File: config.mk
export PLATFORM = sky130hd
export DESIGN_NAME = tagged_decimal_field_parser
export DESIGN_NICKNAME = d
export VERILOG_FILES = /design/src/design/tdfp_pkg.sv /design/src/design/tdfp_char_decode.sv /design/src/design/tdfp_accum.sv /design/src/design/tagged_decimal_field_parser.sv
export SDC_FILE = /design/constraint.sdc
export NUM_CORES = 1
export LEC_CHECK = 0
export BUFFER_PORTS_ARGS = -buffer_cell sky130_fd_sc_hd__buf_4
export CORE_MARGIN = 8
export CORE_UTILIZATION = 50
export DETAILED_ROUTE_END_ITERATION = 12
export GPL_ROUTABILITY_DRIVEN = 1
export PLACE_DENSITY = 0.69
export SETUP_SLACK_MARGIN = 0.4
export SLEW_MARGIN = 20
export SYNTH_ARGS = -nofsm -noshare
export SYNTH_HDL_FRONTEND = slang
export SYNTH_SLANG_ARGS = --single-unit
export TNS_END_PERCENT = 5
File: constraint.sdc
create_clock -name clock -period 5.7 [get_ports clock]
set_input_delay 0.57 -clock clock [delete_from_list [all_inputs] [get_ports clock]]
set_output_delay 0.57 -clock clock [all_outputs]
set_load 0.005 [all_outputs]
File: src/design/tdfp_pkg.sv
package tdfp_pkg;

   // mode codes
   localparam logic [2:0] MODE_IDLE      = 3'd0;
   localparam logic [2:0] MODE_COUNTDOWN = 3'd1;
   localparam logic [2:0] MODE_PLAYING   = 3'd2;
   localparam logic [2:0] MODE_LEVELUP   = 3'd3;
   localparam logic [2:0] MODE_GAMEOVER  = 3'd4;

   // strip selector codes
   localparam logic [1:0] STRIP_NONE = 2'd0;
   localparam logic [1:0] STRIP_X    = 2'd1;
   localparam logic [1:0] STRIP_Y    = 2'd2;
   localparam logic [1:0] STRIP_Z    = 2'd3;

   // field selector codes
   localparam logic [3:0] FIELD_NONE = 4'd0;
   localparam logic [3:0] FIELD_Q    = 4'd1;
   localparam logic [3:0] FIELD_R    = 4'd2;
   localparam logic [3:0] FIELD_S    = 4'd3;
   localparam logic [3:0] FIELD_UA   = 4'd4;
   localparam logic [3:0] FIELD_LA   = 4'd5;
   localparam logic [3:0] FIELD_UB   = 4'd6;
   localparam logic [3:0] FIELD_LB   = 4'd7;
   localparam logic [3:0] FIELD_UE   = 4'd8;
   localparam logic [3:0] FIELD_LE   = 4'd9;

   // ASCII characters of interest
   localparam logic [7:0] CH_0  = 8'h30;
   localparam logic [7:0] CH_9  = 8'h39;
   localparam logic [7:0] CH_I  = 8'h49;
   localparam logic [7:0] CH_C  = 8'h43;
   localparam logic [7:0] CH_P  = 8'h50;
   localparam logic [7:0] CH_L  = 8'h4C;
   localparam logic [7:0] CH_G  = 8'h47;
   localparam logic [7:0] CH_X  = 8'h58;
   localparam logic [7:0] CH_Y  = 8'h59;
   localparam logic [7:0] CH_Z  = 8'h5A;
   localparam logic [7:0] CH_Q  = 8'h51;
   localparam logic [7:0] CH_R  = 8'h52;
   localparam logic [7:0] CH_S  = 8'h53;
   localparam logic [7:0] CH_UA = 8'h41;
   localparam logic [7:0] CH_LA = 8'h61;
   localparam logic [7:0] CH_UB = 8'h42;
   localparam logic [7:0] CH_LB = 8'h62;
   localparam logic [7:0] CH_UE = 8'h45;
   localparam logic [7:0] CH_LE = 8'h65;

   // classification of one received character
   typedef struct packed {
      logic       is_digit;
      logic [3:0] digit;
      logic       is_field;
      logic [3:0] field;
      logic       is_mode;
      logic [2:0] mode;
      logic       is_strip;
      logic [1:0] strip;
   } char_class_type;

endpackage

File: src/design/tdfp_char_decode.sv
module tdfp_char_decode
   import tdfp_pkg::*;
(
   input  logic [7:0]     ch,
   output char_class_type cls
);

   // sort the character into digit, field letter, mode letter or strip letter
   always_comb begin
      cls          = '0;
      cls.is_digit = ch inside {[CH_0:CH_9]};
      cls.digit    = 4'(ch - CH_0);
      case (ch)
         CH_Q:  begin cls.is_field = 1'b1; cls.field = FIELD_Q;  end
         CH_R:  begin cls.is_field = 1'b1; cls.field = FIELD_R;  end
         CH_S:  begin cls.is_field = 1'b1; cls.field = FIELD_S;  end
         CH_UA: begin cls.is_field = 1'b1; cls.field = FIELD_UA; end
         CH_LA: begin cls.is_field = 1'b1; cls.field = FIELD_LA; end
         CH_UB: begin cls.is_field = 1'b1; cls.field = FIELD_UB; end
         CH_LB: begin cls.is_field = 1'b1; cls.field = FIELD_LB; end
         CH_UE: begin cls.is_field = 1'b1; cls.field = FIELD_UE; end
         CH_LE: begin cls.is_field = 1'b1; cls.field = FIELD_LE; end
         CH_I:  begin cls.is_mode = 1'b1; cls.mode = MODE_IDLE;      end
         CH_C:  begin cls.is_mode = 1'b1; cls.mode = MODE_COUNTDOWN; end
         CH_P:  begin cls.is_mode = 1'b1; cls.mode = MODE_PLAYING;   end
         CH_L:  begin cls.is_mode = 1'b1; cls.mode = MODE_LEVELUP;   end
         CH_G:  begin cls.is_mode = 1'b1; cls.mode = MODE_GAMEOVER;  end
         CH_X:  begin cls.is_strip = 1'b1; cls.strip = STRIP_X; end
         CH_Y:  begin cls.is_strip = 1'b1; cls.strip = STRIP_Y; end
         CH_Z:  begin cls.is_strip = 1'b1; cls.strip = STRIP_Z; end
         default: begin
         end
      endcase
   end

endmodule

File: src/design/tdfp_accum.sv
module tdfp_accum #(
   parameter int VALUE_WIDTH = 32
) (
   input  logic [VALUE_WIDTH-1:0] acc,
   input  logic                   wrap,
   input  logic [3:0]             digit,
   output logic [VALUE_WIDTH-1:0] acc_next,
   output logic                   wrap_next
);

   logic [VALUE_WIDTH+3:0] acc_ext;
   logic [VALUE_WIDTH+3:0] sum;

   // acc*10 + digit as shift-adds; any bit above the value width is a wrap
   always_comb begin
      acc_ext   = {4'b0, acc};
      sum       = (acc_ext << 3) + (acc_ext << 1) + {{VALUE_WIDTH{1'b0}}, digit};
      acc_next  = sum[VALUE_WIDTH-1:0];
      wrap_next = wrap | (|sum[VALUE_WIDTH+3:VALUE_WIDTH]);
   end

endmodule

File: src/design/tagged_decimal_field_parser.sv
// channel  | dir | tdata                     | tuser
// ---------+-----+---------------------------+------------------
// req_     | in  | rx_byte                   | -
// rsp_     | out | write fields, mode, sels  | write_valid
//
// One beat in, one beat out, one byte per cycle sustained unless the result
// stalls; input register, then decode and multiply-add into result register.
// Synchronous active-high reset clears mode, selectors, accumulator and
// wrap flag. A stalled result holds in place while the input register still
// takes one more beat; the parser state advances only as results move.
module tagged_decimal_field_parser
   import tdfp_pkg::*;
#(
   parameter int VALUE_WIDTH = 32
) (
   input  logic        clock,
   input  logic        reset,
   input  logic        req_tvalid,
   output logic        req_tready,
   input  logic [7:0]  req_tdata,   // [7:0] rx_byte
   output logic        rsp_tvalid,
   input  logic        rsp_tready,
   // [1:0] write_strip, [5:2] write_slot, [37:6] write_value,
   // [38] write_overflowed, [41:39] mode_now, [43:42] strip_select_now,
   // [47:44] field_select_now
   output logic [47:0] rsp_tdata,
   output logic        rsp_tuser    // [0] write_valid
);

   // input register
   logic       in_valid_ff, in_valid_in;
   logic [7:0] in_byte_ff;

   // parser state
   logic [2:0]             mode_ff, mode_in;
   logic [1:0]             strip_ff, strip_in;
   logic [3:0]             field_ff, field_in;
   logic [VALUE_WIDTH-1:0] acc_ff, acc_in;
   logic                   wrap_ff, wrap_in;

   // result register
   logic        rsp_valid_ff, rsp_valid_in;
   logic [47:0] rsp_data_ff, rsp_data_in;
   logic        rsp_user_ff, rsp_user_in;

   logic                   advance;
   logic                   stage_go;
   char_class_type         cls;
   logic [VALUE_WIDTH-1:0] acc_sum;
   logic                   wrap_sum;
   logic [VALUE_WIDTH+31:0] acc_wide;
   logic                   wr_valid;
   logic [1:0]             wr_strip;
   logic [3:0]             wr_slot;
   logic [31:0]            wr_value;
   logic                   wr_ovf;

   // handshake
   assign advance    = !rsp_valid_ff || rsp_tready;
   assign stage_go   = in_valid_ff && advance;
   assign req_tready = !in_valid_ff || advance;
   assign rsp_tvalid = rsp_valid_ff;
   assign rsp_tdata  = rsp_data_ff;
   assign rsp_tuser  = rsp_user_ff;

   tdfp_char_decode u_decode (
      .ch  (in_byte_ff),
      .cls (cls)
   );

   tdfp_accum #(
      .VALUE_WIDTH (VALUE_WIDTH)
   ) u_accum (
      .acc       (acc_ff),
      .wrap      (wrap_ff),
      .digit     (cls.digit),
      .acc_next  (acc_sum),
      .wrap_next (wrap_sum)
   );

   assign acc_wide = {32'b0, acc_ff};

   // next state and write fields for the byte in the input register
   always_comb begin
      mode_in  = mode_ff;
      strip_in = strip_ff;
      field_in = field_ff;
      acc_in   = acc_ff;
      wrap_in  = wrap_ff;
      wr_valid = 1'b0;
      wr_strip = 2'd0;
      wr_slot  = 4'd0;
      wr_value = 32'd0;
      wr_ovf   = 1'b0;
      if (stage_go) begin
         if (cls.is_digit) begin
            acc_in  = acc_sum;
            wrap_in = wrap_sum;
         end else begin
            // close the number into the selected slot
            if (strip_ff != STRIP_NONE && field_ff != FIELD_NONE) begin
               wr_valid = 1'b1;
               wr_strip = strip_ff - 2'd1;
               wr_slot  = field_ff - 4'd1;
               wr_value = acc_wide[31:0];
               wr_ovf   = wrap_ff;
            end
            acc_in  = '0;
            wrap_in = 1'b0;
            if (cls.is_field) begin
               field_in = cls.field;
            end else if (cls.is_mode) begin
               mode_in = cls.mode;
            end else if (cls.is_strip) begin
               strip_in = cls.strip;
            end else begin
               // unknown character
               mode_in  = MODE_LEVELUP;
               strip_in = STRIP_NONE;
               field_in = FIELD_NONE;
            end
         end
      end
   end

   // valid flags
   always_comb begin
      in_valid_in = in_valid_ff;
      if (req_tvalid && req_tready) begin
         in_valid_in = 1'b1;
      end else if (stage_go) begin
         in_valid_in = 1'b0;
      end
      rsp_valid_in = rsp_valid_ff;
      if (advance) begin
         rsp_valid_in = in_valid_ff;
      end
      rsp_data_in = {field_in, strip_in, mode_in, wr_ovf, wr_value, wr_slot, wr_strip};
      rsp_user_in = wr_valid;
   end

   // control and state registers
   always_ff @(posedge clock) begin
      if (reset) begin
         in_valid_ff  <= 1'b0;
         rsp_valid_ff <= 1'b0;
         mode_ff      <= MODE_IDLE;
         strip_ff     <= STRIP_NONE;
         field_ff     <= FIELD_NONE;
         acc_ff       <= '0;
         wrap_ff      <= 1'b0;
      end else begin
         in_valid_ff  <= in_valid_in;
         rsp_valid_ff <= rsp_valid_in;
         mode_ff      <= mode_in;
         strip_ff     <= strip_in;
         field_ff     <= field_in;
         acc_ff       <= acc_in;
         wrap_ff      <= wrap_in;
      end
   end

   // payload registers
   always_ff @(posedge clock) begin
      if (req_tvalid && req_tready) begin
         in_byte_ff <= req_tdata;
      end
      if (stage_go) begin
         rsp_data_ff <= rsp_data_in;
         rsp_user_ff <= rsp_user_in;
      end
   end

`ifndef SYNTHESIS
   // a beat without a write carries zero write fields
   a_nowrite_zero: assert property (@(posedge clock) disable iff (reset)
      (rsp_tvalid && !rsp_tuser) |-> (rsp_tdata[38:0] == 39'd0))
      else $error("write fields nonzero without write_valid");

   // a write targets a real strip and slot
   a_write_range: assert property (@(posedge clock) disable iff (reset)
      (rsp_tvalid && rsp_tuser) |-> (rsp_tdata[1:0] != 2'd3 && rsp_tdata[5:2] <= 4'd8))
      else $error("write destination out of range");

   // a non-digit byte clears the number
   a_close_clears: assert property (@(posedge clock) disable iff (reset)
      (stage_go && !cls.is_digit) |=> (acc_ff == '0 && !wrap_ff))
      else $error("accumulator not cleared after delimiter");

   // parser state only moves when a byte is processed
   a_state_hold: assert property (@(posedge clock) disable iff (reset)
      !stage_go |=> ($stable(acc_ff) && $stable(mode_ff) && $stable(field_ff)))
      else $error("parser state changed without a byte");
`endif

endmodule
; ---- After elaboration in Yosys (flattened, before gate mapping)
; Index checks and enable logic that the tools add are counted.
[word_totals]
ff_bits = 101
word_cells = 73
[op_classes]
addsub = 5
magnitude_cmp = 2
eq_ne = 17
mux = 23
bitwise = 2
n_reduce_logical = 13
[ops]
columns = cell, count
row1 = $eq 8x7->1 const B, 17
row2 = $pmux 5 s9, 1
row3 = $add 35x33->36, 1
row4 = $add 36x4->36, 1
row5 = $mux 32, 1
row6 = $mux 4, 5
row7 = $pmux 4 s5, 1
row8 = $mux 3, 5
row9 = $mux 2, 5
row10 = $pmux 3 s3, 1
row11 = $ge 8x6->1 const B, 1
row12 = $le 8x6->1 const B, 1
row13 = $sub 4x1->4 const B, 2
row14 = $logic_and 1x1->1, 4
row15 = $mux 1, 4
row16 = $reduce_bool 2->1, 2
row17 = $reduce_bool 4->1, 1
row18 = $reduce_or 4->1, 1
row19 = $logic_not 1->1, 2
row20 = $logic_or 1x1->1, 2
row21 = $reduce_or 2->1, 1
row22 = $sub 2x1->2 const B, 1
row23 = $not 1->1, 1
row24 = $or 1x1->1, 1

; ---- Logic depth before layout (Yosys ltp)
; Gate-level depths: netlist of the first run.
[depth]
depth_word = 7
ltp_mapped = 12

; ---- By module
; From an unflattened synthesis of the first run, not the netlist that was laid out.
[unflattened]
hier_cells = 660
area_unflattened_um2 = 6408.6
[modules_own_cells]
columns = module, n_inst, cells_per_inst, area_per_inst_um2, seq_area_each_um2
row1 = tagged_decimal_field_parser, 1, 330, 3920.0, 2592.5
row2 = tdfp_accum, 1, 280, 2143.3, 0.0
row3 = tdfp_char_decode, 1, 50, 345.3, 0.0

; ---- Worst setup path after synthesis of the first run
; OpenSTA, ideal clock, no wires.
[synth_path]
path_type = register to register
startpoint = register in_byte_ff[3]
endpoint = register wrap_ff
arrival_time_ns = 3.382
required_ns = 5.575
setup_slack_ns = 2.192
path_stages_with_launch = 12
n_path_buf = 0
synth_period_minus_slack_ns = 3.508
path_cell_list = edfxtp_1 > inv_1 > fa_1 > fa_1 > nand2b_1 > a31oi_1 > a211oi_2 > o21ba_4 > o31a_4 > nor2_1 > mux2_1 > o41a_1
[synth_via]
elab_chain_len = 5
[synth_lines]
columns = item, line_no
row1 = start: declaration, tagged_decimal_field_parser.sv:32  ; logic [7:0] in_byte_ff;
row2 = start signal: assignment, tagged_decimal_field_parser.sv:166  ; in_byte_ff <= req_tdata;
row3 = $sub 4x1->4, tdfp_char_decode.sv:12  ; cls.digit = 4'(ch - CH_0);
row4 = $add 36x4->36, tdfp_accum.sv:17  ; sum = (acc_ext << 3) + (acc_ext << 1) + {{VALUE_WIDTH{1'b0}}, digit};
row5 = $reduce_or 4->1, tdfp_accum.sv:19  ; wrap_next = wrap | (|sum[VALUE_WIDTH+3:VALUE_WIDTH]);
row6 = $or 1x1->1, tdfp_accum.sv:19
row7 = $mux 1 *, tagged_decimal_field_parser.sv:96  ; if (cls.is_digit) begin
row8 = end signal: assignment, tagged_decimal_field_parser.sv:159  ; wrap_ff <= wrap_in;
row9 = end: declaration, tagged_decimal_field_parser.sv:39  ; logic wrap_ff, wrap_in;
; Mark *: on every way between the ends. The rest lies on a longest branch, timed or not.
; A chain may end at the register's enable or synchronous reset.

; ---- Final worst setup path of the first run
; Same ends and word-level chain as after synthesis.

==> summary.txt, run 1 <==
Logic synthesis
  – Synth cell types: 71
  – Register area share after synthesis: 0.421
  – Synth Area per Inst: 9.68 um2
  – Post-synth ARST share: 0
  – Cells after synthesis: 636
  – Synthesized cell area: 6160 um2
  – Post-synth EDFFs: 57
  – Synth Warn #: 0
  – Number of synthesized register bits: 101
  – Syn_nets: 715
  – Top FF cell, synth: edfxtp_1

Clock tree
  – Root Buffer Master: clkbuf_16
  – Maximum clock path buffer count: 2
  – Num CTS Buffers: 9
  – Post-CTS Hold Fix Bufs: 0
  – Clk pin slew, worst setup/hold paths: 0.07 ns
  – Clock net sink count: 101
  – H-tree lvl count: 3
  – Clk_lat worst skew: 0.35 ns
  – Post-cts sizing count: 0
  – Post-CTS setup buffers: 0
  – TritonCTS clock tree: built

Layout
  – Fillers: 1055
  – Commonest non-fill, non-tap cell in the layout: ha_1
  – Final net count: 764
  – Register area: 2590 um2
  – Area growth syn-to-layout: 13.3%
  – Ant diodes: 0
  – Share of cells above drive strength 1: 0.141
  – Multi-input logic area: 3330 um2
  – Most frequent cells in the layout: ha_1 (65), buf_4 (64), edfxtp_1 (57), a21oi_1 (56), nor2_1 (49)

Timing
  – Pins Over Slew Limit: 0
  – RSZ-0062 raised after global routing: no
  – Final TNS setup: 0 ns
  – Tightest Pin Transition: 1.01 ns
  – Final Hold Vio Count: 0
  – Tcrit/Tclk final: 0.709
  – Tightest hold margin: 0.396 ns
  – Fmax: 247 MHz
  – Clock Skew: 0.00755 ns
  – Final setup fails: 0
  – Min cycle time layout: 4.04 ns
  – Slew HR: 0.323

Floorplanning
  – Initial Util: 0.513
  – Die area: 16100 um2
  – Number of placement rows: 40
  – Die height: 127 um
  – Core area: 12000 um2
  – # IOs: 63
  – DIE WIDTH: 127 um

Critical path
  – Most used cell, CP: fa_1
  – Crit-path max cell delay: 0.62 ns
  – Crit Path Class: register to register
  – Worst EP arrival: 4.27 ns
  – CP cell instances: inv_1 -> fa_1 -> fa_1 -> nand2b_1 -> a31oi_1 -> a211oi_2 -> o21ba_4 -> o31a_4 -> nor2_1 -> mux2_1 -> o41a_1
  – Top fanout value on the critical path: 14
  – Slowest cell on crit path: edfxtp_1
  – CP Launch Type: register
  – Setup crit end kind: register
  – CP required: 5.93 ns

Placed design
  – GP Congestion: 0.902
  – IO buf count: 62
  – HPWL Detailed: 9.88 mm

GRT
  – First-pass GRT wire length: 23.3 mm
  – Total grt overflow: 0
  – Largest net degree at the start of global routing: 62
  – Total Routing Usage GR: 0.175
  – Vias in the first global route: 4733
  – Initial antenna violation count: 0

Hold path
  – Hold Path Class: input pin to register

Run status
  – Status: finished clean

Route
  – Highest metal used: met4
  – Drt wl/cell: 16.9 um
  – Routed Wire Length: 14.2 mm
  – Initial DRC count: 421
  – Vias per std cell: 5.85
  – Metal3 WL: 880 um
  – Detail Route Antenna Nets: 0
  – Pre-antenna DRT Iters: 5
  – DRC errors left: 0
  – Met2 routed WL: 6.42 mm
  – Via count: 4899
  – Met1 Wirelength: 6.65 mm

Power and ir drop
  – Static Leak: 2.97 nW
  – Power per cell area: 214 nW/um2
  – Peak supply drop: 0.134 mV

Flow run
  – Max Cap Violations: 0
-- final cells by class --
type                       count  area share
timing repair buffer          64      0.0689
multi-input combinational    483       0.477
inverter                      26      0.0140
sequential                   101       0.372
clock inverter                 5     0.00861
clock buffer                  11      0.0334
tap                          147      0.0264
-- critical path, delay by kind of cell (launching register included) --
family | cells | cell delay (ns)
buffers and inverters | 1 | 0.13
AOI/OAI and AO/OA | 5 | 1.57
DFF | 1 | 0.62
adders and majority gates | 2 | 0.97
and+or+nand+nor | 2 | 0.32
muxes | 1 | 0.33
-- final timing paths --
path	from	end	slack, ns	depth (start not counted)
hold reg to reg	acc_ff[2]	acc_ff[2]	0.48	2
setup reg to reg	in_byte_ff[3]	wrap_ff	1.66	11
hold / removal	req_tdata[0]	in_byte_ff[0]	0.40	1
setup / recovery	in_byte_ff[3]	wrap_ff	1.66	11
-- state kept, by name, indices dropped and copies added (netlist names) --
signal / count
strip_ff: 2
acc_ff: 32
field_ff: 4
mode_ff: 3
wrap_ff: 1
rsp_tuser: 1
in_valid_ff: 1
in_byte_ff: 8
rsp_tvalid: 1
rsp_tdata: 48
-- cells by family (layout without fill, tap and decap cells) --
logic type | after synthesis | count (layout) | synth area share
buffers and inverters | 52 | 106 | 0.0382
flip-flops | 101 | 101 | 0.421
AND/OR/NAND/NOR | 232 | 232 | 0.195
XOR/XNOR | 22 | 22 | 0.0313
multiplexers | 4 | 4 | 0.00711
adder cells (fa/ha/maj) | 67 | 67 | 0.139
AO/OA/AOI/OAI | 158 | 158 | 0.169
-- layer usage --
metal,track usage,up-vias
li1,-,2426
met1,0.225,2305
met2,0.285,148
met3,0.0374,20
met4,0.0630,0
met5,0,-
-- Yosys cell counts (3+ instances only) --
| cell | number | share of area |
|---|---|---|
| buf_1 | 3 | 0.0018 |
| xnor2_1 | 17 | 0.024 |
| a221o_1 | 3 | 0.0049 |
| nand4_1 | 8 | 0.0081 |
| a22oi_1 | 9 | 0.011 |
| inv_1 | 26 | 0.016 |
| dfxtp_1 | 44 | 0.14 |
| nand2_1 | 46 | 0.028 |
| a21o_1 | 13 | 0.016 |
| ha_1 | 65 | 0.13 |
| a31oi_1 | 5 | 0.0051 |
| a31o_2 | 3 | 0.0043 |
| nor2b_1 | 18 | 0.018 |
| nor2_1 | 49 | 0.030 |
| and2_1 | 33 | 0.034 |
| a211oi_1 | 6 | 0.0073 |
| or3_1 | 4 | 0.0041 |
| buf_6 | 3 | 0.0055 |
| and3_1 | 4 | 0.0041 |
| o21ai_0 | 31 | 0.025 |
| a21oi_1 | 56 | 0.046 |
| edfxtp_1 | 57 | 0.28 |
| o211ai_1 | 5 | 0.0061 |
| nand2b_1 | 7 | 0.0071 |
| nand3b_1 | 4 | 0.0049 |
| o21ai_1 | 3 | 0.0024 |
| xor2_1 | 5 | 0.0071 |
| nand3_1 | 23 | 0.019 |
| nor3_1 | 20 | 0.016 |
| clkbuf_1 | 15 | 0.0091 |
-- report_power, final --
group / internal [W] / switching [W]
registers: 0.000788 / 0.0000128
clock network: 0.000343 / 0.000271
logic: 0.0000332 / 0.0000444
total: 0.00116 / 0.000329
-- through the flow --
step	area (um2)	setup slack, ns	instances	util	total power [W]
after floorplan	6160	2.19	636	-	0.000854
after detailed placement	6680	1.75	821	0.556	0.000896
after CTS	6980	1.69	837	0.581	0.00150
final	6980	1.66	837	0.581	0.00149
after global routing	6980	1.47	837	0.581	0.00154
after global placement	6680	1.85	821	0.556	0.000893
Power figures use the tool's default switching activity.
==> run 2, diff against run 1 <==
- ABC_AREA: default -> 1
- PLACE_DENSITY: 0.69 -> 0.72
- clock period: 5.7 -> 3.69 ns (I/O delays scaled with it)
==> run 2 against run 1 <==
Effect of this change:
- fmax up 51%
- final cell count up 34%
- wire length up 8.0%
- first-iteration DRC count down 3.8%
- sequential share of layout area down 2.8 points
- via count up 18%
- clock skew up 0.0015 ns
- critical endpoint is now acc_ff[24]
- register-to-register slack worse by 0.65 ns
- sequential cell count unchanged
==> summary.txt, run 2 <==
Run status
  – Status: finished clean (unchanged)

Critical path
  – CP Launch Type: register (unchanged)
  – R2R cell count: 13 (was 11)
  – Setup crit end kind: register (unchanged)
  – CP required: 3.92 ns (was 5.93 ns)
  – Worst r2r src: in_byte_ff[3] (unchanged)
  – Top fanout value on the critical path: 6 (was 14)
  – Crit Path Class: register to register (unchanged)
  – CP startpoint: in_byte_ff[3] (unchanged)
  – Worst EP arrival: 2.91 ns (was 4.27 ns)

Logic synthesis
  – Synth Warn #: 0 (unchanged)
  – Top FF cell, synth: edfxtp_1 (unchanged)
  – Synth area leader: edfxtp_1 (unchanged)
  – Post-synth EDFFs: 57 (unchanged)
  – Synth Area per Inst: 7.46 um2 (was 9.68 um2)
  – Post-synth ARST share: 0 (unchanged)
  – Post-synth top area share: 0.260 (was 0.278)
  – Synth cell types: 37 (was 71)
  – Synthesized cell area: 6580 um2 (was 6160 um2)
  – Number of synthesized register bits: 101 (unchanged)
  – Synth area leaders: edfxtp_1 (26%), nand2_1 (15%), dfxtp_1 (13%) (was edfxtp_1 (28%), dfxtp_1 (14%), ha_1 (13%))
  – Post-synth top cells: nand2_1 (256), inv_1 (126), nor2_1 (89), a21oi_1 (70), ha_1 (65) (was ha_1 (65), edfxtp_1 (57), a21oi_1 (56), nor2_1 (49), nand2_1 (46))
  – Cells after synthesis: 882 (was 636)
  – Most numerous cell in the Yosys netlist: nand2_1 (was ha_1)
  – Syn_nets: 961 (was 715)
  – Register area share after synthesis: 0.394 (was 0.421)

Placed design
  – IO buf count: 62 (unchanged)
  – Setup slack at placement: 1.03 ns (was 1.75 ns)
  – GP Congestion: 0.936 (was 0.902)
  – HPWL Detailed: 11.7 mm (was 9.88 mm)
  – Placed Cells: 1108 (was 821)

Timing
  – Tcrit/Tclk final: 0.726 (was 0.709)
  – Final TNS setup: 0 ns (unchanged)
  – Final Hold Vio Count: 0 (unchanged)
  – Pins Over Slew Limit: 0 (unchanged)
  – Slew HR: 0.372 (was 0.323)
  – Clock Skew: 0.00908 ns (was 0.00755 ns)
  – Final setup fails: 0 (unchanged)
  – Tightest hold margin: 0.178 ns (was 0.396 ns)
  – Min cycle time layout: 2.68 ns (was 4.04 ns)
  – Fmax: 373 MHz (was 247 MHz)
  – Worst setup margin: 1.01 ns (was 1.66 ns)
  – Tightest Pin Transition: 0.941 ns (was 1.01 ns)
  – RSZ-0062 raised after global routing: no (unchanged)

GRT
  – Largest net degree at the start of global routing: 51 (was 62)
  – Total Routing Usage GR: 0.190 (was 0.175)
  – Vias in the first global route: 5492 (was 4733)
  – Total grt overflow: 0 (unchanged)
  – First-pass GRT wire length: 25.6 mm (was 23.3 mm)
  – Initial antenna violation count: 0 (unchanged)

Route
  – Routed Wire Length: 15.3 mm (was 14.2 mm)
  – Via count: 5779 (was 4899)
  – DRC errors left: 0 (unchanged)
  – Pre-antenna DRT Iters: 5 (unchanged)
  – Detail Route Antenna Nets: 0 (unchanged)
  – Vias per std cell: 5.15 (was 5.85)
  – Drt wl/cell: 13.6 um (was 16.9 um)
  – Initial DRC count: 405 (was 421)

Layout
  – Largest register FFs: 48 (unchanged)
  – Area growth syn-to-layout: 14.5% (was 13.3%)
  – Final net count: 1022 (was 764)
  – Commonest non-fill, non-tap cell in the layout: nand2_1 (was ha_1)
  – Ant diodes: 0 (unchanged)
  – Share of cells above drive strength 1: 0.128 (was 0.141)
  – Finished Core Util: 0.578 (was 0.581)
  – Multi-input logic area: 3430 um2 (was 3330 um2)
  – Largest regs: rsp_tdata: 48 flops, acc_ff: 32 flops, in_byte_ff: 8 flops (unchanged)
  – Fin cells: 1123 (was 837)
  – Reg with most FFs: rsp_tdata (unchanged)
  – Most frequent cells in the layout: nand2_1 (256), inv_1 (125), nor2_1 (89), a21oi_1 (70), buf_4 (66) (was ha_1 (65), buf_4 (64), edfxtp_1 (57), a21oi_1 (56), nor2_1 (49))
  – Fillers: 1289 (was 1055)
  – Register area: 2590 um2 (unchanged)

Power and ir drop
  – Peak supply drop: 0.307 mV (was 0.134 mV)
  – Switching share of total power: 0.222 (was 0.220)
  – Comb pwr share: 0.051 (was 0.052)
  – Static Leak: 3.67 nW (was 2.97 nW)
  – Net switching power: 0.000520 W (was 0.000329 W)
  – Clock network fraction of design power: 0.421 (was 0.411)
  – Power per cell area: 310 nW/um2 (was 214 nW/um2)
  – Internal: 0.00182 W (was 0.00116 W)
  – Seq pwr share: 0.528 (was 0.537)

Hold path
  – Hold Path Class: input pin to register (unchanged)
  – Worst Hold Launch: req_tdata[2] (was req_tdata[0])
  – Hold path cells: 1 (unchanged)

Clock tree
  – Num CTS Buffers: 9 (unchanged)
  – Maximum clock path buffer count: 2 (unchanged)
  – Clock net sink count: 101 (unchanged)
  – Post-cts sizing count: 0 (unchanged)
  – Root Buffer Master: clkbuf_16 (unchanged)
  – TritonCTS clock tree: built (unchanged)
  – Post-CTS setup buffers: 0 (unchanged)
  – Clk pin slew, worst setup/hold paths: 0.07 ns (about the same)
  – Post-CTS Hold Fix Bufs: 0 (unchanged)
  – H-tree lvl count: 3 (unchanged)
  – Clk_lat worst skew: 0.36 ns (was 0.35 ns)

Floorplanning
  – # IOs: 63 (unchanged)
  – Initial Util: 0.505 (was 0.513)
  – Core area: 13000 um2 (was 12000 um2)
  – Die height: 131 um (was 127 um)
  – Die area: 17100 um2 (was 16100 um2)
  – DIE WIDTH: 131 um (was 127 um)
  – Number of placement rows: 42 (was 40)

Flow run
  – Max Cap Violations: 0 (unchanged)
[run 2: final timing paths]
kind	endpoint	slack, ns
setup / recovery	acc_ff[24]	1.01
hold / removal	in_byte_ff[2]	0.18
setup reg to reg	acc_ff[24]	1.01
hold reg to reg	acc_ff[2]	0.50
[run 2: final cells by class]
class,count,area share
Sequential cell,101,0.344
Tap cell,176,0.0292
Clock buffer,10,0.0317
Timing Repair Buffer,66,0.0657
Clock inverter,5,0.00913
Multi-Input combinational cell,635,0.455
Inverter,130,0.0649
[run 2: logic make-up after synthesis]
group | share of synthesized area
compound gates | 0.0878
fa+ha+maj | 0.130
flops | 0.394
xor+xnor | 0.00399
simple gates | 0.300
buf+inv | 0.0844
[run 2: through the flow]
| step | area [um2] | power (W) |
|---|---|---|
| 6_report | 7540 | 0.00234 |
| 5_1_grt | 7540 | 0.00241 |
| 4_1_cts | 7540 | 0.00236 |
| 3_5_place_dp | 7230 | 0.00138 |
| 3_3_place_gp | 7230 | 0.00138 |
| 2_1_floorplan | 6580 | 0.00132 |
[run 2: power by group through the flow]
stage / registers [W] / clock network [W] / logic, W
floorplan: 0.00126 / 0 / 0.0000592
global placement: 0.00126 / 0 / 0.000121
detailed placement: 0.00126 / 0 / 0.000122
CTS: 0.00123 / 0.00101 / 0.000123
global route: 0.00124 / 0.00105 / 0.000133
finish: 0.00123 / 0.000984 / 0.000120
[run 2: layer usage]
metal	vias up	global-route usage	wire, um
met1	2655	0.237	7060
met4	0	0.0709	289
met3	22	0.0373	799
met5	-	0	0
li1	2981	-	-
met2	121	0.318	7150
[run 2: critical path, cell delays in order (launching register included)]
cell and delay, ns:
edfxtp_1 0.46, inv_2 0.14, fa_1 0.47, fa_1 0.44, inv_1 0.09, nand4_1 0.11, nand2_1 0.14, nand2_1 0.09
nand2_2 0.10, nand3_1 0.08, nand3_1 0.09, a21boi_0 0.09, o21ai_0 0.14, a21oi_1 0.11
==> run 3, diff against run 2 <==
- clock period: 3.69 -> 2.2 ns (I/O delays scaled with it)
==> run 3 against run 2 <==
Effect of this change:
- the run now ends with negative setup slack left
- global-route usage increased by 2.2 points
- register-to-register slack got worse by 1.3 ns
- die area unchanged
- combinational power increased by 120%
- worst hold slack got worse by 0.15 ns
- count of clock-buffer cells in the layout unchanged
- fmax increased by 9.5%
- sequential cell count unchanged
- final cell count increased by 8.5%
- worst setup slack got worse by 1.3 ns
- power increased by 67%
- critical endpoint is now acc_ff[14]
==> summary.txt, run 3 (synthesis gave the netlist of run 2 again) <==
Clock tree
  – Post-CTS Hold Fix Bufs: 0 (unchanged)
  – Clk pin slew, worst setup/hold paths: 0.08 ns (was 0.07 ns)
  – Root Buffer Master: clkbuf_16 (unchanged)
  – Num CTS Buffers: 9 (unchanged)
  – Maximum clock path buffer count: 2 (unchanged)
  – H-tree lvl count: 3 (unchanged)
  – Clk_lat worst skew: 0.36 ns (about the same)
  – TritonCTS clock tree: built (unchanged)
  – Clock net sink count: 101 (unchanged)

Critical path
  – Cell family with most CP delay: adder cells (unchanged)
  – Setup crit end kind: register (unchanged)
  – Critical path buffers and inverters: 3 (was 2)
  – Crit Path Class: register to register (unchanged)
  – Worst EP arrival: 2.73 ns (was 2.91 ns)
  – Crit-path max cell delay: 0.48 ns (was 0.47 ns)
  – Slowest cell on crit path: fa_2 (was fa_1)
  – CP cell instances: inv_2 -> fa_2 -> fa_2 -> inv_2 -> nand2_2 -> nand2_2 -> nand3_2 -> nand2_2 -> nand3_1 -> nand3_2 -> buf_4 -> or2_4 -> nand3_2 -> a21oi_1 (was inv_2 -> fa_1 -> fa_1 -> inv_1 -> nand4_1 -> nand2_1 -> nand2_1 -> nand2_2 -> nand3_1 -> nand3_1 -> a21boi_0 -> o21ai_0 -> a21oi_1)
  – CP Launch Type: register (unchanged)
  – Worst r2r src: in_byte_ff[3] (unchanged)
  – CP startpoint: in_byte_ff[3] (unchanged)
  – CP required: 2.48 ns (was 3.92 ns)
  – Top fanout value on the critical path: 3 (was 6)

Timing
  – RSZ-0062 raised after global routing: yes (was no)
  – Min cycle time layout: 2.45 ns (was 2.68 ns)
  – Worst setup margin: -0.247 ns (was 1.01 ns)
  – Clock Skew: 0.00923 ns (was 0.00908 ns)
  – Slew HR: 0.618 (was 0.372)
  – Fmax: 409 MHz (was 373 MHz)
  – Pins Over Slew Limit: 0 (unchanged)
  – Tightest Pin Transition: 0.573 ns (was 0.941 ns)
  – Final Hold Vio Count: 0 (unchanged)
  – Tcrit/Tclk final: 1.11 (was 0.726)
  – Final setup fails: 25 (was 0)

Floorplanning
  – Number of placement rows: 42 (unchanged)
  – DIE WIDTH: 131 um (unchanged)
  – Die area: 17100 um2 (unchanged)
  – Core area: 13000 um2 (unchanged)
  – Initial Util: 0.505 (unchanged)
  – # IOs: 63 (unchanged)
  – Die height: 131 um (unchanged)

Route
  – Routed Wire Length: 17.7 mm (was 15.3 mm)
  – Via count: 6174 (was 5779)
  – Vias per std cell: 5.07 (was 5.15)
  – Detail Route Antenna Nets: 0 (unchanged)
  – Pre-antenna DRT Iters: 5 (unchanged)
  – Initial DRC count: 418 (was 405)
  – Drt wl/cell: 14.5 um (was 13.6 um)
  – DRC errors left: 0 (unchanged)

Layout
  – Area growth syn-to-layout: 32.1% (was 14.5%)
  – Finished Core Util: 0.667 (was 0.578)
  – Reg with most FFs: rsp_tdata (unchanged)
  – Largest register FFs: 48 (unchanged)
  – Final net count: 1116 (was 1022)
  – Cell area after layout: 8690 um2 (was 7540 um2)
  – Largest regs: rsp_tdata: 48 flops, acc_ff: 32 flops, in_byte_ff: 8 flops (unchanged)
  – Ant diodes: 0 (unchanged)
  – Share of cells above drive strength 1: 0.303 (was 0.128)
  – Commonest non-fill, non-tap cell in the layout: nand2_1 (unchanged)
  – Most frequent cells in the layout: nand2_1 (230), buf_4 (154), inv_1 (114), nor2_1 (83), a21oi_1 (62) (was nand2_1 (256), inv_1 (125), nor2_1 (89), a21oi_1 (70), buf_4 (66))
  – Fillers: 1152 (was 1289)

Hold path
  – Hold Path Class: input pin to register (unchanged)
  – Worst Hold Launch: req_tdata[7] (was req_tdata[2])

Placed design
  – Placement-stage cell area: 7850 um2 (was 7230 um2)
  – HPWL Detailed: 12.9 mm (was 11.7 mm)
  – GP Congestion: 0.933 (was 0.936)
  – IO buf count: 62 (unchanged)

GRT
  – First-pass GRT wire length: 28.6 mm (was 25.6 mm)
  – Total grt overflow: 0 (unchanged)
  – Initial antenna violation count: 0 (unchanged)
  – Largest net degree at the start of global routing: 45 (was 51)
  – Total Routing Usage GR: 0.212 (was 0.190)
  – Vias in the first global route: 6160 (was 5492)

Run status
  – Violated checks: negative setup slack
  – Status: finished, violations left (was finished clean)

Power and ir drop
  – Peak supply drop: 0.553 mV (was 0.307 mV)
  – Power per cell area: 448 nW/um2 (was 310 nW/um2)
  – Static Leak: 4.25 nW (was 3.67 nW)

Flow run
  – Max Cap Violations: 0 (unchanged)
## run 3: cell count changes in the layout (fill, tap and decap cells not counted), sizes merged
cell	delta
buf	+94
bufinv	-1
clkinv	-2
clkinvlp	-1
inv	+5
## run 3: final timing paths
path / end / slack (ns) / depth (start not counted)
max reg2reg: acc_ff[14] / -0.25 / 14
min reg2reg: mode_ff[2] / 0.47 / 2
min: in_byte_ff[7] / 0.03 / 1
max: acc_ff[14] / -0.25 / 14
## run 3: timing repair
action	4_1_cts	5_1_grt
resized for setup	51	86
endpoints found under the hold margin	0	0
pin swaps	21	33
endpoints found under the setup margin	36	69
buffers inserted	5	8
## run 3: cell type report
cell class                      count  area, um2  area share
Multi-Input combinational cell    635       3850       0.443
Sequential cell                   101       2600       0.299
Timing Repair Buffer              160       1240       0.143
Inverter                          130        498      0.0573
Clock buffer                       10        229      0.0263
Tap cell                          176        220      0.0253
Clock inverter                      6       52.6     0.00604
## run 3: per-stage QoR
stage / total power, W / cells / setup WS, ns / setup TNS, ns / hold WS (ns)
2_1_floorplan: 0.00221 / 882 / -0.191 / -0.933 / 0.319
3_3_place_gp: 0.00233 / 1189 / -0.199 / -2.65 / 0.398
3_5_place_dp: 0.00233 / 1189 / -0.245 / -3.97 / 0.400
4_1_cts: 0.00390 / 1210 / -0.168 / -2.62 / 0.0165
5_1_grt: 0.00402 / 1218 / -0.361 / -7.25 / 0.0133
6_report: 0.00390 / 1218 / -0.247 / -3.78 / 0.0273
## run 3: where the power goes
| group | switching, W | internal [W] | total, W | leakage, nW |
|---|---|---|---|---|
| combinational | 0.000154 | 0.000111 | 0.000265 | 3.21 |
| clock | 0.000772 | 0.000794 | 0.00157 | 0.141 |
| sequential | 0.0000219 | 0.00204 | 0.00206 | 0.904 |
## run 3: worst reg2reg max path: stages, from the launching register on
cell      delay [ns]
edfxtp_1        0.43
inv_2           0.12
fa_2            0.48
fa_2            0.35
inv_2           0.08
nand2_2         0.06
nand2_2         0.07
nand3_2         0.06
nand2_2         0.09
nand3_1         0.09
nand3_2         0.12
buf_4           0.13
or2_4           0.10
nand3_2         0.06
a21oi_1         0.12
## run 3: routing by layer
layer,part of all wire,global-route usage,vias to the layer above
met5,0,0,-
met4,0.029,0.0871,0
met3,0.044,0.0394,39
met2,0.49,0.366,141
met1,0.44,0.253,2817
li1,-,-,3177
